$ cat config.mk
export PLATFORM = sky130hd
export DESIGN_NAME = xor_float_delta_encoder
export DESIGN_NICKNAME = d
export VERILOG_FILES = /design/src/design/xfd_pkg.sv /design/src/design/xor_float_delta_encoder.sv
export SDC_FILE = /design/constraint.sdc
export NUM_CORES = 1
export LEC_CHECK = 0
export BUFFER_PORTS_ARGS = -buffer_cell sky130_fd_sc_hd__buf_4
export CAP_MARGIN = 20
export CORE_AREA = 3 3 244 246
export DETAILED_ROUTE_END_ITERATION = 8
export DIE_AREA = 0 0 247 249
export SLEW_MARGIN = 20
export SYNTH_ARGS = -nofsm -noshare
export SYNTH_HDL_FRONTEND = slang
export SYNTH_SLANG_ARGS = --single-unit
export TNS_END_PERCENT = 100
$ cat constraint.sdc
create_clock -name clk_i -period 22.9 [get_ports clk_i]
set_input_delay 4.58 -clock clk_i [delete_from_list [all_inputs] [get_ports clk_i]]
set_output_delay 4.58 -clock clk_i [all_outputs]
set_load 0.01 [all_outputs]
$ cat src/design/xfd_pkg.sv
// shared types and zero-count functions for the xor float delta encoder
`default_nettype none

package xfd_pkg;

  localparam int unsigned SampleWidth  = 64;
  localparam int unsigned CountWidth   = 6;
  localparam int unsigned LeadWidth    = 5;
  localparam int unsigned LengthWidth  = 7;
  localparam int unsigned LeadClip     = 31;

  typedef enum logic [1:0] {
    TOK_RAW   = 2'd0,
    TOK_SAME  = 2'd1,
    TOK_REUSE = 2'd2,
    TOK_NEW   = 2'd3
  } token_kind_e;

  // leading zero count of a nonzero word, six halving steps
  function automatic logic [CountWidth-1:0] lead_zeros(input logic [SampleWidth-1:0] v);
    logic [SampleWidth-1:0] w;
    logic [CountWidth-1:0]  n;
    w = v;
    n = '0;
    if (w[63:32] == '0) begin
      n[5] = 1'b1;
      w = w << 32;
    end
    if (w[63:48] == '0) begin
      n[4] = 1'b1;
      w = w << 16;
    end
    if (w[63:56] == '0) begin
      n[3] = 1'b1;
      w = w << 8;
    end
    if (w[63:60] == '0) begin
      n[2] = 1'b1;
      w = w << 4;
    end
    if (w[63:62] == '0) begin
      n[1] = 1'b1;
      w = w << 2;
    end
    if (w[63] == 1'b0) begin
      n[0] = 1'b1;
    end
    return n;
  endfunction

  // trailing zero count of a nonzero word
  function automatic logic [CountWidth-1:0] trail_zeros(input logic [SampleWidth-1:0] v);
    logic [SampleWidth-1:0] r;
    for (int i = 0; i < SampleWidth; i++) begin
      r[i] = v[SampleWidth-1-i];
    end
    return lead_zeros(r);
  endfunction

endpackage

`default_nettype wire

$ cat src/design/xor_float_delta_encoder.sv
// top level of the xor float delta encoder: input register, token logic, result register
//
// Takes one 64-bit double bit pattern per request and returns one token per request,
// in order. A request is taken into an input register, coded combinationally (xor
// with the previous sample, leading and trailing zero count, window compare, shift)
// and written to a result register; the history and window state update together
// with the result register, so a new request is taken every cycle while the output is
// not stalled, and a token is on the output once it is in the result register. The
// result register holds a token while the output is stalled, and the input register
// keeps taking one more request meanwhile. No clearing pass after reset.
`default_nettype none

module xor_float_delta_encoder (
  input  wire logic                              clk_i,
  input  wire logic                              rst_ni,
  input  wire logic                              in_valid_i,
  output logic                                   in_ready_o,
  input  wire logic [xfd_pkg::SampleWidth-1:0]   sample_bits_i,
  input  wire logic                              series_start_i,
  output logic                                   out_valid_o,
  input  wire logic                              out_ready_i,
  output logic [1:0]                             token_kind_o,
  output logic [xfd_pkg::LeadWidth-1:0]          lead_zero_field_o,
  output logic [xfd_pkg::CountWidth-1:0]         length_field_o,
  output logic [xfd_pkg::SampleWidth-1:0]        payload_o,
  output logic [xfd_pkg::LengthWidth-1:0]        payload_length_o
);

  // input register
  logic                            s1_valid_q;
  logic [xfd_pkg::SampleWidth-1:0] s1_bits_q;
  logic                            s1_start_q;

  // history and window state
  logic [xfd_pkg::SampleWidth-1:0] prev_q, prev_d;
  logic                            have_prev_q, have_prev_d;
  logic                            win_active_q, win_active_d;
  logic [xfd_pkg::LeadWidth-1:0]   win_lead_q, win_lead_d;
  logic [xfd_pkg::CountWidth-1:0]  win_trail_q, win_trail_d;
  logic [xfd_pkg::LengthWidth-1:0] win_len_q, win_len_d;

  // result register
  logic                            out_valid_q;
  xfd_pkg::token_kind_e            kind_q, kind_d;
  logic [xfd_pkg::LeadWidth-1:0]   lead_f_q, lead_f_d;
  logic [xfd_pkg::CountWidth-1:0]  len_f_q, len_f_d;
  logic [xfd_pkg::SampleWidth-1:0] payload_q, payload_d;
  logic [xfd_pkg::LengthWidth-1:0] plen_q, plen_d;

  logic                            advance;
  logic                            s1_fire;
  logic [xfd_pkg::SampleWidth-1:0] xor_w;
  logic [xfd_pkg::CountWidth-1:0]  lz, tz;
  logic [xfd_pkg::LeadWidth-1:0]   lz_clip;
  logic                            reuse;

  assign advance    = !out_valid_q || out_ready_i;
  assign in_ready_o = !s1_valid_q || advance;
  assign s1_fire    = s1_valid_q && advance;

  assign xor_w   = s1_bits_q ^ prev_q;
  assign lz      = xfd_pkg::lead_zeros(xor_w);
  assign tz      = xfd_pkg::trail_zeros(xor_w);
  assign lz_clip = (lz > xfd_pkg::CountWidth'(xfd_pkg::LeadClip))
                   ? xfd_pkg::LeadWidth'(xfd_pkg::LeadClip) : lz[xfd_pkg::LeadWidth-1:0];
  assign reuse   = win_active_q && ({1'b0, win_lead_q} <= lz) && (win_trail_q <= tz);

  always_comb begin
    prev_d       = s1_bits_q;
    have_prev_d  = have_prev_q;
    win_active_d = win_active_q;
    win_lead_d   = win_lead_q;
    win_trail_d  = win_trail_q;
    win_len_d    = win_len_q;
    kind_d       = xfd_pkg::TOK_RAW;
    lead_f_d     = '0;
    len_f_d      = '0;
    payload_d    = '0;
    plen_d       = '0;
    if (s1_start_q || !have_prev_q) begin
      kind_d       = xfd_pkg::TOK_RAW;
      payload_d    = s1_bits_q;
      plen_d       = xfd_pkg::LengthWidth'(xfd_pkg::SampleWidth);
      win_active_d = 1'b0;
      have_prev_d  = 1'b1;
    end else if (xor_w == '0) begin
      kind_d = xfd_pkg::TOK_SAME;
    end else if (reuse) begin
      kind_d    = xfd_pkg::TOK_REUSE;
      payload_d = xor_w >> win_trail_q;
      plen_d    = win_len_q;
    end else begin
      kind_d       = xfd_pkg::TOK_NEW;
      win_active_d = 1'b1;
      win_lead_d   = lz_clip;
      win_trail_d  = tz;
      win_len_d    = xfd_pkg::LengthWidth'(xfd_pkg::SampleWidth)
                     - {2'b00, lz_clip} - {1'b0, tz};
      lead_f_d     = lz_clip;
      // a full 64-bit length truncates to 0
      len_f_d      = win_len_d[xfd_pkg::CountWidth-1:0];
      payload_d    = xor_w >> tz;
      plen_d       = win_len_d;
    end
  end

  always_ff @(posedge clk_i or negedge rst_ni) begin
    if (!rst_ni) begin
      s1_valid_q   <= 1'b0;
      out_valid_q  <= 1'b0;
      prev_q       <= '0;
      have_prev_q  <= 1'b0;
      win_active_q <= 1'b0;
      win_lead_q   <= '0;
      win_trail_q  <= '0;
      win_len_q    <= '0;
    end else begin
      if (in_ready_o) begin
        s1_valid_q <= in_valid_i;
      end
      if (advance) begin
        out_valid_q <= s1_valid_q;
      end
      if (s1_fire) begin
        prev_q       <= prev_d;
        have_prev_q  <= have_prev_d;
        win_active_q <= win_active_d;
        win_lead_q   <= win_lead_d;
        win_trail_q  <= win_trail_d;
        win_len_q    <= win_len_d;
      end
    end
  end

  always_ff @(posedge clk_i) begin
    if (in_ready_o && in_valid_i) begin
      s1_bits_q  <= sample_bits_i;
      s1_start_q <= series_start_i;
    end
    if (s1_fire) begin
      kind_q    <= kind_d;
      lead_f_q  <= lead_f_d;
      len_f_q   <= len_f_d;
      payload_q <= payload_d;
      plen_q    <= plen_d;
    end
  end

  assign out_valid_o       = out_valid_q;
  assign token_kind_o      = kind_q;
  assign lead_zero_field_o = lead_f_q;
  assign length_field_o    = len_f_q;
  assign payload_o         = payload_q;
  assign payload_length_o  = plen_q;

  // payload never carries bits above its stated length
  assert property (@(posedge clk_i) disable iff (!rst_ni)
    out_valid_o && (token_kind_o != xfd_pkg::TOK_RAW) |-> (payload_o >> payload_length_o) == '0)
    else $error("payload wider than payload_length");

  // a new window is aligned on its lowest set bit
  assert property (@(posedge clk_i) disable iff (!rst_ni)
    out_valid_o && (token_kind_o == xfd_pkg::TOK_NEW) |-> payload_o[0])
    else $error("new window payload not aligned");

  // identical tokens carry nothing
  assert property (@(posedge clk_i) disable iff (!rst_ni)
    out_valid_o && (token_kind_o == xfd_pkg::TOK_SAME) |->
      (payload_o == '0) && (payload_length_o == '0))
    else $error("identical token carries payload");

  // a stalled result with a full input register blocks new requests
  assert property (@(posedge clk_i) disable iff (!rst_ni)
    out_valid_o && !out_ready_i && s1_valid_q |-> !in_ready_o)
    else $error("request taken while both registers full");

endmodule

`default_nettype wire

Word level (Yosys, flattened, before mapping)

Cells that the tools add are included.

Bits in registers: 235
Input bits: 69
Output and inout bits: 86
Word-level logic and storage cells: 90

Add/subtract/negate cells: 2
$lt $le $gt $ge: 3
Equality and inequality tests: 2
Shifts and indexed selects: 2
Muxes and demuxes: 33
Bitwise logic cells: 4
Reductions and logical operators: 27

Operators by type and width:

| cell                                                          | number |
|---|---|
| two-way mux 64 bit                                            | 13 |
| right shift 64 x 6 -> 64 bit                                  | 2 |
| logical NOT 32 bit                                            | 2 |
| logical NOT 64 bit                                            | 1 |
| XOR 64 bit                                                    | 1 |
| logical NOT 16 bit                                            | 2 |
| two-way mux 1 bit                                             | 17 |
| logical NOT 8 bit                                             | 2 |
| two-way mux 7 bit                                             | 2 |
| logical NOT 4 bit                                             | 2 |
| subtractor 7 x 5 -> 7 bit, first input constant               | 1 |
| subtractor 7 x 6 -> 7 bit                                     | 1 |
| greater-than comparator 6 x 5 -> 1 bit, second input constant | 1 |
| less-or-equal comparator 5 x 6 -> 1 bit                       | 1 |
| less-or-equal comparator 6 bit                                | 1 |
| AND reduction 3 bit                                           | 2 |
| two-way mux 5 bit                                             | 1 |
| logical AND 1 bit                                             | 4 |
| logical NOT 2 bit                                             | 2 |
| AND reduction 4 bit                                           | 1 |
| logical NOT 1 bit                                             | 3 |
| logical OR 1 bit                                              | 3 |
| inverter 1 bit                                                | 3 |
| OR reduction 3 bit                                            | 1 |
| other kinds (4)                                               | 4 |

Logic depth before layout (Yosys ltp)

Gate-level depths: netlist (run 1).

Word-level depth: 18
Gate-level depth with buffers: 31
Depth with buffers taken out: 28

Worst setup path before layout (run 1)

OpenSTA, ideal clock, no wires.

Path kind: input port to output port
Start point: in out_ready_i
End point: out in_ready_o
Arrival: 4.789 ns
Required time: 18.320 ns
Setup slack: 13.531 ns
Stages on the path: 1
Path buffers: 0
Cells stage by stage: nand3b_1

Cells in the longest elaborated chain, start to end: 2

RTL lines:

| item               | RTL line                      | RTL |
|---|---|---|
| start: declaration | xor_float_delta_encoder.sv:21 | `input wire logic out_ready_i,` |
| logical OR 1 bit   | xor_float_delta_encoder.sv:57 | `assign advance = !out_valid_q \|\| out_ready_i;` |
| logical OR 1 bit   | xor_float_delta_encoder.sv:58 | `assign in_ready_o = !s1_valid_q \|\| advance;` |
| end: declaration   | xor_float_delta_encoder.sv:17 | `output logic in_ready_o,` |

Every way passes these cells.

Final worst setup path (run 1)

Start point: reg s1_bits_q (netlist bit prev_d[48])
End point: reg payload_q (netlist bit payload_o[2]) (data pin)

Cells in the longest elaborated chain, start to end: 18
Elaborated cells on any way between the ends: 39
Classes of those cells: order compare (2); shift (2); mux (23); bitwise (1); reduce/logical (11)

RTL lines:

| item                                    | RTL line                       | RTL |
|---|---|---|
| start: declaration                      | xor_float_delta_encoder.sv:31  | `logic [xfd_pkg::SampleWidth-1:0] s1_bits_q;` |
| start signal: assignment                | xor_float_delta_encoder.sv:137 | `s1_bits_q <= sample_bits_i;` |
| XOR 64 bit *                            | xor_float_delta_encoder.sv:61  | `assign xor_w = s1_bits_q ^ prev_q;` |
| logical NOT 32 bit                      | xfd_pkg.sv:25                  | `if (w[63:32] == '0) begin` |
| two-way mux 64 bit                      | xfd_pkg.sv:25                  |  |
| logical NOT 16 bit                      | xfd_pkg.sv:29                  | `if (w[63:48] == '0) begin` |
| two-way mux 64 bit                      | xfd_pkg.sv:29                  |  |
| logical NOT 8 bit                       | xfd_pkg.sv:33                  | `if (w[63:56] == '0) begin` |
| two-way mux 64 bit                      | xfd_pkg.sv:33                  |  |
| logical NOT 4 bit                       | xfd_pkg.sv:37                  | `if (w[63:60] == '0) begin` |
| [... 2 more ...]                        | -                              |  |
| two-way mux 64 bit                      | xfd_pkg.sv:41                  | `if (w[63:62] == '0) begin` |
| two-way mux 1 bit                       | xfd_pkg.sv:45                  | `if (w[63] == 1'b0) begin` |
| less-or-equal comparator 5 x 6 -> 1 bit | xor_float_delta_encoder.sv:66  | `assign reuse = win_active_q && ({1'b0, win_lead_q} <= lz) && (win_trail_q <= tz);` |
| logical AND 1 bit (2 in series)         | xor_float_delta_encoder.sv:66  |  |
| two-way mux 64 bit                      | xor_float_delta_encoder.sv:88  | `end else if (reuse) begin` |
| two-way mux 64 bit *                    | xor_float_delta_encoder.sv:86  | `end else if (xor_w == '0) begin` |
| two-way mux 64 bit *                    | xor_float_delta_encoder.sv:80  | `if (s1_start_q \|\| !have_prev_q) begin` |
| named net payload_d (one bit)           | xor_float_delta_encoder.sv:47  | `logic [xfd_pkg::SampleWidth-1:0] payload_q, payload_d;` |
| end signal: assignment                  | xor_float_delta_encoder.sv:144 | `payload_q <= payload_d;` |
| end: declaration                        | xor_float_delta_encoder.sv:47  |  |

The timed path passes the listed nets; every way through them passes the cells marked *.
A chain may end at the register's enable or synchronous reset.

==> flow_results.xml, run 1 <==
<?xml version="1.0" encoding="UTF-8"?>
<metrics>
  <group name="die">
    <metric name="floorplan.initialDensity" unit="%">28.9</metric>
    <metric name="fp.dieArea" unit="um^2">61500</metric>
    <metric name="design.core.area" unit="um^2">57600</metric>
    <metric name="die_w" unit="um">247</metric>
    <metric name="io_pins" unit="">155</metric>
    <metric name="dieHeight" unit="um">249</metric>
    <metric name="std_cell_rows" unit="">88</metric>
  </group>
  <group name="logic_synthesis">
    <metric name="ys_async_sr_fraction" unit="%">36.6</metric>
    <metric name="syn_area" unit="um^2">16700</metric>
    <metric name="synth_cell_type_count" unit="">101</metric>
    <metric name="netlist_top_cells_area" unit="">sky130_fd_sc_hd__edfxtp_1 (27%), sky130_fd_sc_hd__dfrtp_1 (13%), sky130_fd_sc_hd__nand2_1 (8.7%), sky130_fd_sc_hd__mux2i_1 (6.2%), sky130_fd_sc_hd__nor2_1 (3.4%)</metric>
    <metric name="yosys.cell_count.top_type" unit="">sky130_fd_sc_hd__nand2_1</metric>
    <metric name="yosys.area.top_type" unit="">sky130_fd_sc_hd__edfxtp_1</metric>
    <metric name="synth_edf_count" unit="">149</metric>
    <metric name="synth.top_cell.area_share" unit="%">26.9</metric>
    <metric name="netlist_instances" unit="">1818</metric>
    <metric name="synth.avg_cell_area" unit="um^2">9.16</metric>
    <metric name="yosys_register_bits" unit="">235</metric>
    <metric name="synthFlopType" unit="">sky130_fd_sc_hd__edfxtp_1</metric>
    <metric name="synthesis.yosys.warnings" unit="">0</metric>
    <metric name="synth.net_count" unit="">1909</metric>
    <metric name="synth.top_cells.by_count" unit="">sky130_fd_sc_hd__nand2_1 (384), sky130_fd_sc_hd__edfxtp_1 (149), sky130_fd_sc_hd__nor2_1 (149), sky130_fd_sc_hd__mux2i_1 (103), sky130_fd_sc_hd__o21ai_0 (95)</metric>
    <metric name="proportion_of_synthesized_chip_area_in_sequential_cells" unit="%">39.8</metric>
  </group>
  <group name="timing">
    <metric name="tightest_slew" unit="ns">1.14</metric>
    <metric name="timing.clock.skew" unit="ns">0.0181</metric>
    <metric name="grt_setup_unrepaired" unit="">no</metric>
    <metric name="slew_violations" unit="">0</metric>
    <metric name="tns" unit="ns">0</metric>
    <metric name="finalSetupViolations" unit="">0</metric>
    <metric name="fin_crit" unit="ns">11.40</metric>
    <metric name="achievable-frequency" unit="GHz">0.0877</metric>
    <metric name="final_hold_viol_count" unit="">0</metric>
    <metric name="worst_slew_margin_rel" unit="%">24.1</metric>
    <metric name="period_share" unit="%">49.8</metric>
  </group>
  <group name="clock_tree">
    <metric name="cts_max_path_buffers" unit="">3</metric>
    <metric name="cts_tree" unit="">built</metric>
    <metric name="clock_buffer_count_from_cts" unit="">30</metric>
    <metric name="htreeDepth" unit="">1</metric>
    <metric name="clock_sinks" unit="">235</metric>
    <metric name="clkTransAtPathRegs" unit="ns">0.07</metric>
    <metric name="clock_insertion_delay_worst_skew" unit="ns">0.60</metric>
    <metric name="cts.repair.resized" unit="">0</metric>
    <metric name="cts_hold_buf" unit="">0</metric>
    <metric name="post_cts.repair.setup_buffers" unit="">0</metric>
    <metric name="clockRootBuffer" unit="">sky130_fd_sc_hd__clkbuf_16</metric>
  </group>
  <group name="power">
    <metric name="leakagePower" unit="nW">7.91</metric>
    <metric name="pwr_density_cell" unit="nW/um^2">140</metric>
    <metric name="switching_share" unit="%">50.9</metric>
    <metric name="power_report.internal_total" unit="W">0.00136</metric>
    <metric name="vdd.ir_drop.worst" unit="mV">0.0733</metric>
    <metric name="p_clk_share" unit="%">17.4</metric>
    <metric name="seq_power_share" unit="%">22.4</metric>
    <metric name="switchingPower" unit="W">0.00141</metric>
    <metric name="pwr-share-comb" unit="%">60.2</metric>
  </group>
  <group name="grt">
    <metric name="gr-total-overflow" unit="">0</metric>
    <metric name="groute.usage.overall" unit="%">27.3</metric>
    <metric name="vias_in_the_first_global_route" unit="">16000</metric>
    <metric name="antenna_found_initial" unit="">8</metric>
    <metric name="grt_pass1_wl" unit="um">122000</metric>
    <metric name="pin_count_of_the_biggest_net_entering_global_routing" unit="">83</metric>
  </group>
  <group name="outcome">
    <metric name="status" unit="">finished clean</metric>
  </group>
  <group name="route">
    <metric name="first_pass_iters" unit="">5</metric>
    <metric name="post_drt_wl_per_cell" unit="um">31.6</metric>
    <metric name="antenna_left" unit="">0</metric>
    <metric name="vias_per_cell" unit="">5.98</metric>
    <metric name="wirelength" unit="um">86400</metric>
    <metric name="drc" unit="">0</metric>
    <metric name="drt_iter0_markers" unit="">2363</metric>
    <metric name="routed-via-count" unit="">16400</metric>
  </group>
  <group name="worst_setup_path">
    <metric name="cp_data_required_time" unit="ns">23.36</metric>
    <metric name="startpoint_type" unit="">flop</metric>
    <metric name="critical-path-top-cell-by-count" unit="">sky130_fd_sc_hd__nand2_1</metric>
    <metric name="max_stage_delay" unit="ns">1.15</metric>
    <metric name="worst_setup_end_kind" unit="">flop</metric>
    <metric name="path_class" unit="">flop to flop</metric>
    <metric name="timing.critical_path.arrival" unit="ns">11.86</metric>
    <metric name="critPathMaxFanout" unit="">30</metric>
    <metric name="critical-path-slowest-cell" unit="">sky130_fd_sc_hd__a2111oi_0</metric>
  </group>
  <group name="final_layout">
    <metric name="fraction_of_final_layout_cells_with_drive_strength_greater_than_1" unit="%">18.3</metric>
    <metric name="flow.area_growth_from_synthesis" unit="%">18.7</metric>
    <metric name="fillers" unit="">5938</metric>
    <metric name="layout.cell_area.non_filler" unit="um^2">19800</metric>
    <metric name="fin_nets" unit="">2038</metric>
  </group>
  <group name="placed_design">
    <metric name="place_congestion" unit="">1.02</metric>
    <metric name="dpl_cell_area" unit="um^2">18800</metric>
    <metric name="numPortBuffers" unit="">154</metric>
    <metric name="post-dp-hpwl" unit="um">65400</metric>
  </group>
  <group name="worst_hold_path">
    <metric name="tightest_hold_check_type" unit="">flop to flop</metric>
  </group>
  <group name="job">
    <metric name="max-cap-violations" unit="">0</metric>
  </group>
</metrics>
[final cells by class]
type,count,area (um^2),share of cell area [%]
diodes,1,2.50,0.0127
clock buffers,43,851,4.30
clock inverters,13,139,0.702
inverters,25,101,0.513
multi-input cells,1444,9510,48.1
flip-flops and latches,235,6630,33.5
well taps,765,957,4.84
repair buffers,211,1580,8.01
[metrics by stage]
stage	utilization [%]	worst slack [ns]	cells	total power (W)	hold slack (ns)
2_1_floorplan	-	13.53	1818	0.00158	0.450
3_3_place_gp	32.6	11.95	2680	0.00224	0.462
4_1_cts	34.3	11.88	2736	0.00272	0.486
5_1_grt	34.3	11.21	2736	0.00286	0.512
3_5_place_dp	32.6	11.95	2680	0.00223	0.473
6_report	34.3	11.50	2737	0.00277	0.486
[worst paths after layout]
kind | startpoint | end | slack [ns] | depth (start not counted)
max in group asynchronous | rst_ni | prev_q[46] | 17.79 | 2
worst max-delay path | prev_d[48] | payload_o[2] | 11.50 | 30
worst max register to register | prev_d[48] | payload_o[2] | 11.50 | 30
worst min register to register | win_len_q[3] | win_len_q[3] | 0.49 | 2
min in group asynchronous | rst_ni | s1_valid_q | 3.99 | 1
worst min-delay path | win_len_q[3] | win_len_q[3] | 0.49 | 2
[cell families (layout without fill, tap and decap cells)]
logic type | Yosys count | count (layout) | share of synthesized area (%)
muxes | 140 | 140 | 9.11
and+or+nand+nor | 669 | 669 | 17.2
xor gates and xnor gates | 108 | 108 | 6.83
adders and majority gates | 22 | 22 | 1.70
buffers and inverters | 139 | 292 | 3.67
AOI/OAI and AO/OA | 505 | 505 | 21.7
other | 0 | 1 | 0
DFF | 235 | 235 | 39.8
[registers in the layout, indices dropped and copies added (netlist names), 2 cells and up]
| name | flops |
|---|---|
| win_trail_q | 6 |
| prev_q | 64 |
| token_kind_o | 2 |
| prev_d | 64 |
| payload_o | 64 |
| lead_zero_field_o | 5 |
| win_len_q | 7 |
| length_field_o | 6 |
| payload_length_o | 7 |
| win_lead_q | 5 |
[per-layer routing]
| layer | track usage, % | vias up | wire length, um |
|---|---|---|---|
| met5 | 0 | - | 30 |
| met4 | 12.9 | 4 | 4900 |
| met3 | 5.80 | 211 | 8580 |
| met2 | 40.6 | 1060 | 36900 |
| met1 | 37.8 | 8037 | 36000 |
| li1 | - | 7062 | - |
[power by group through the flow]
stage | Clock, W | Sequential, W | Combinational (W)
after floorplan | 0 | 0.000628 | 0.000954
after global placement | 0 | 0.000626 | 0.00161
after detailed placement | 0 | 0.000628 | 0.00160
after CTS | 0.000489 | 0.000621 | 0.00161
after global routing | 0.000507 | 0.000629 | 0.00173
final | 0.000481 | 0.000620 | 0.00167
[placed cells by master (no fill, tap or decap), types with 13 or more instances in the layout]
master	Yosys	final
sky130_fd_sc_hd__mux2i_1	103	101
sky130_fd_sc_hd__o211ai_1	39	39
sky130_fd_sc_hd__dfrtp_1	86	86
sky130_fd_sc_hd__buf_4	3	211
sky130_fd_sc_hd__ha_1	21	21
sky130_fd_sc_hd__clkbuf_16	0	31
sky130_fd_sc_hd__nor4_1	13	13
sky130_fd_sc_hd__nand2_1	384	383
sky130_fd_sc_hd__nor3_1	35	33
sky130_fd_sc_hd__edfxtp_1	149	149
sky130_fd_sc_hd__nor2_1	149	149
sky130_fd_sc_hd__a211oi_1	33	33
sky130_fd_sc_hd__o221ai_1	19	19
sky130_fd_sc_hd__inv_1	20	19
sky130_fd_sc_hd__xnor2_2	13	14
sky130_fd_sc_hd__o21ai_0	95	95
sky130_fd_sc_hd__xor2_1	48	48
sky130_fd_sc_hd__nand3_1	29	29
sky130_fd_sc_hd__a21oi_1	91	91
sky130_fd_sc_hd__mux2_2	30	28
sky130_fd_sc_hd__a31oi_1	24	24
sky130_fd_sc_hd__a221oi_1	18	18
sky130_fd_sc_hd__xnor2_1	39	38
[worst max-delay path: cells and delay by family (launching register included)]
family / cells / cell delay (ns)
multiplexers: 1 / 0.17
buffers and inverters: 5 / 1.15
flip-flops: 1 / 0.49
AND/OR/NAND/NOR: 10 / 3.58
adder cells (fa/ha/maj): 1 / 0.23
XOR/XNOR: 1 / 0.79
AO/OA/AOI/OAI: 12 / 4.80
(Power assumes the default switching activity.)
==> inputs of run 2 (changes only) <==
Clock period 22.9 ns to 11 ns, I/O delays scaled along.
==> run 2 against run 1 <==
Against the previous run:
- first-iteration DRC count decreased by 4.8%
- maximum frequency rose by 8.1%
- total power rose by 110%
- setup slack got worse by 11 ns
- die area is the same
- register-to-register slack worse by 11 ns
- sequential cell count is the same
==> flow_results.xml, run 2 (same netlist as run 1, synthesis figures left out) <==
<?xml version="1.0" encoding="UTF-8"?>
<metrics>
  <group name="grt">
    <metric name="antenna_found_initial" unit="">8</metric>
    <metric name="gr-total-overflow" unit="">0</metric>
    <metric name="pin_count_of_the_biggest_net_entering_global_routing" unit="">87</metric>
    <metric name="vias_in_the_first_global_route" unit="">15900</metric>
    <metric name="grt_pass1_wl" unit="um">124000</metric>
    <metric name="groute.usage.overall" unit="%">28.1</metric>
  </group>
  <group name="route">
    <metric name="first_pass_iters" unit="">6</metric>
    <metric name="antenna_left" unit="">0</metric>
    <metric name="routed-via-count" unit="">16600</metric>
    <metric name="vias_per_cell" unit="">5.97</metric>
    <metric name="post_drt_wl_per_cell" unit="um">31.8</metric>
    <metric name="wirelength" unit="um">88800</metric>
    <metric name="drc" unit="">0</metric>
    <metric name="drt_iter0_markers" unit="">2249</metric>
  </group>
  <group name="clock_tree">
    <metric name="clock_buffer_count_from_cts" unit="">28</metric>
    <metric name="clockRootBuffer" unit="">sky130_fd_sc_hd__clkbuf_16</metric>
    <metric name="post_cts.repair.setup_buffers" unit="">0</metric>
    <metric name="clock_insertion_delay_worst_skew" unit="ns">0.61</metric>
    <metric name="htreeDepth" unit="">1</metric>
    <metric name="clkTransAtPathRegs" unit="ns">0.06</metric>
    <metric name="clock_sinks" unit="">235</metric>
    <metric name="cts_hold_buf" unit="">0</metric>
    <metric name="cts_tree" unit="">built</metric>
    <metric name="cts_max_path_buffers" unit="">3</metric>
  </group>
  <group name="worst_setup_path">
    <metric name="path_class" unit="">flop to flop</metric>
    <metric name="worst_setup_end_kind" unit="">flop</metric>
    <metric name="cp_data_required_time" unit="ns">11.33</metric>
    <metric name="startpoint_type" unit="">flop</metric>
    <metric name="timing.critical_path.arrival" unit="ns">10.88</metric>
    <metric name="critPathMaxFanout" unit="">31</metric>
  </group>
  <group name="final_layout">
    <metric name="stdcell_count" unit="">2787</metric>
    <metric name="fillers" unit="">5910</metric>
    <metric name="flow.area_growth_from_synthesis" unit="%">21.2</metric>
    <metric name="fraction_of_final_layout_cells_with_drive_strength_greater_than_1" unit="%">20.5</metric>
    <metric name="area.sequential" unit="um^2">6630</metric>
    <metric name="fin_nets" unit="">2090</metric>
    <metric name="layout.cells.most_common" unit="">sky130_fd_sc_hd__nand2_1</metric>
    <metric name="combined_area_of_the_multi_input_logic_cells" unit="um^2">9500</metric>
    <metric name="layout.cells.most_common_list" unit="">sky130_fd_sc_hd__nand2_1 (383), sky130_fd_sc_hd__buf_4 (263), sky130_fd_sc_hd__nor2_1 (149), sky130_fd_sc_hd__edfxtp_1 (149), sky130_fd_sc_hd__mux2i_1 (100)</metric>
    <metric name="layout.cell_area.non_filler" unit="um^2">20200</metric>
  </group>
  <group name="placed_design">
    <metric name="place_congestion" unit="">1.02</metric>
    <metric name="numPortBuffers" unit="">154</metric>
    <metric name="placed_cells" unit="">2734</metric>
    <metric name="dpl_cell_area" unit="um^2">19200</metric>
    <metric name="post-dp-hpwl" unit="um">68500</metric>
  </group>
  <group name="die">
    <metric name="io_pins" unit="">155</metric>
    <metric name="design.core.area" unit="um^2">57600</metric>
    <metric name="dieHeight" unit="um">249</metric>
    <metric name="die_w" unit="um">247</metric>
    <metric name="std_cell_rows" unit="">88</metric>
    <metric name="fp.dieArea" unit="um^2">61500</metric>
    <metric name="floorplan.initialDensity" unit="%">28.9</metric>
  </group>
  <group name="outcome">
    <metric name="status" unit="">finished clean</metric>
  </group>
  <group name="job">
    <metric name="max-cap-violations" unit="">0</metric>
  </group>
  <group name="timing">
    <metric name="worst_slew_margin_rel" unit="%">13.2</metric>
    <metric name="grt_setup_unrepaired" unit="">no</metric>
    <metric name="timing.clock.skew" unit="ns">0.0388</metric>
    <metric name="fin_hold_ws" unit="ns">0.478</metric>
    <metric name="final_hold_viol_count" unit="">0</metric>
    <metric name="tns" unit="ns">0</metric>
    <metric name="fin_crit" unit="ns">10.55</metric>
    <metric name="period_share" unit="%">95.9</metric>
    <metric name="finalSetupViolations" unit="">0</metric>
    <metric name="achievable-frequency" unit="GHz">0.0948</metric>
    <metric name="tightest_slew" unit="ns">1.29</metric>
    <metric name="slew_violations" unit="">0</metric>
  </group>
  <group name="power">
    <metric name="pwr_density_cell" unit="nW/um^2">293</metric>
    <metric name="leakagePower" unit="nW">8.16</metric>
    <metric name="vdd.ir_drop.worst" unit="mV">0.115</metric>
  </group>
  <group name="worst_hold_path">
    <metric name="tightest_hold_check_type" unit="">flop to flop</metric>
  </group>
</metrics>
[run 2: changes by cell type in the layout (fill, tap and decap cells not counted), moves of 2 or more]
cell	change
sky130_fd_sc_hd__buf_4	+52
sky130_fd_sc_hd__clkbuf_1	-7
sky130_fd_sc_hd__bufinv_16	+3
sky130_fd_sc_hd__clkbuf_16	-3
sky130_fd_sc_hd__clkinv_1	+3
sky130_fd_sc_hd__buf_12	+2
sky130_fd_sc_hd__clkinvlp_4	+2
sky130_fd_sc_hd__mux2_2	+2
sky130_fd_sc_hd__mux2_4	-2
[run 2: metrics by stage]
stage                     power, W  setup WS [ns]  util (%)
final                      0.00593          0.450      35.1
after global placement     0.00484          0.278      33.3
after floorplan            0.00329           3.64         -
after CTS                  0.00584          0.365      35.1
after detailed placement   0.00480          0.373      33.3
after global routing       0.00613         0.0896      35.1
[run 2: final timing paths]
check	start	end	slack (ns)	cells after the start
min reg2reg	win_len_q[3]	win_len_q[3]	0.48	2
max in group asynchronous	rst_ni	prev_q[46]	8.31	2
min in group asynchronous	rst_ni	prev_q[50]	1.61	1
max	prev_d[43]	payload_o[8]	0.45	25
max reg2reg	prev_d[43]	payload_o[8]	0.45	25
min	win_len_q[3]	win_len_q[3]	0.48	2
[run 2: critical path: stages, from the launching register on]
cell and delay, ns:
sky130_fd_sc_hd__edfxtp_1 0.55, sky130_fd_sc_hd__xnor2_1 1.06, sky130_fd_sc_hd__and4_1 0.35, sky130_fd_sc_hd__nand4_1 0.42
sky130_fd_sc_hd__a211oi_2 0.71, sky130_fd_sc_hd__o31ai_1 0.18, sky130_fd_sc_hd__a211o_1 0.39, sky130_fd_sc_hd__a2111o_1 0.38
sky130_fd_sc_hd__nor3_2 0.39, sky130_fd_sc_hd__a21bo_2 0.27, sky130_fd_sc_hd__o211ai_1 0.34, sky130_fd_sc_hd__a21oi_1 0.10
sky130_fd_sc_hd__a2111oi_2 0.35, sky130_fd_sc_hd__ha_1 0.30, sky130_fd_sc_hd__and3_1 0.17, sky130_fd_sc_hd__a31oi_1 0.18
sky130_fd_sc_hd__o31ai_1 0.16, sky130_fd_sc_hd__o21ai_4 0.75, sky130_fd_sc_hd__nor2_1 0.35, sky130_fd_sc_hd__a21oi_4 0.77
sky130_fd_sc_hd__buf_4 0.38, sky130_fd_sc_hd__mux4_2 0.62, sky130_fd_sc_hd__mux2i_1 0.38, sky130_fd_sc_hd__mux2i_1 0.22
sky130_fd_sc_hd__a221oi_1 0.31, sky130_fd_sc_hd__o21ai_1 0.15
[run 2: report_power, final]
part | internal, W | switching [W] | total [W]
registers | 0.00116 | 0.000136 | 0.00130
clock network | 0.000600 | 0.000408 | 0.00101
logic | 0.00117 | 0.00245 | 0.00362
[run 2: final cells by class]
cell class / instances / area share, %
clock buffers: 32 / 3.64
flip-flops and latches: 235 / 32.8
repair buffers: 265 / 9.97
multi-input cells: 1444 / 47.0
diodes: 1 / 0.0124
inverters: 25 / 0.502
clock inverters: 20 / 1.31
well taps: 765 / 4.74
[run 2: routing by layer]
metal	track usage [%]	routed length [um]
met1	38.7	37500
met2	41.7	37700
met3	6.73	8820
met4	12.5	4630
met5	0	26
[run 2: repair_timing]
| action | 4_1_cts | 5_1_grt |
|---|---|---|
| endpoints found under the hold margin | 0 | 0 |
| resized for setup | 0 | 1 |
| endpoints found under the setup margin | 0 | 4 |
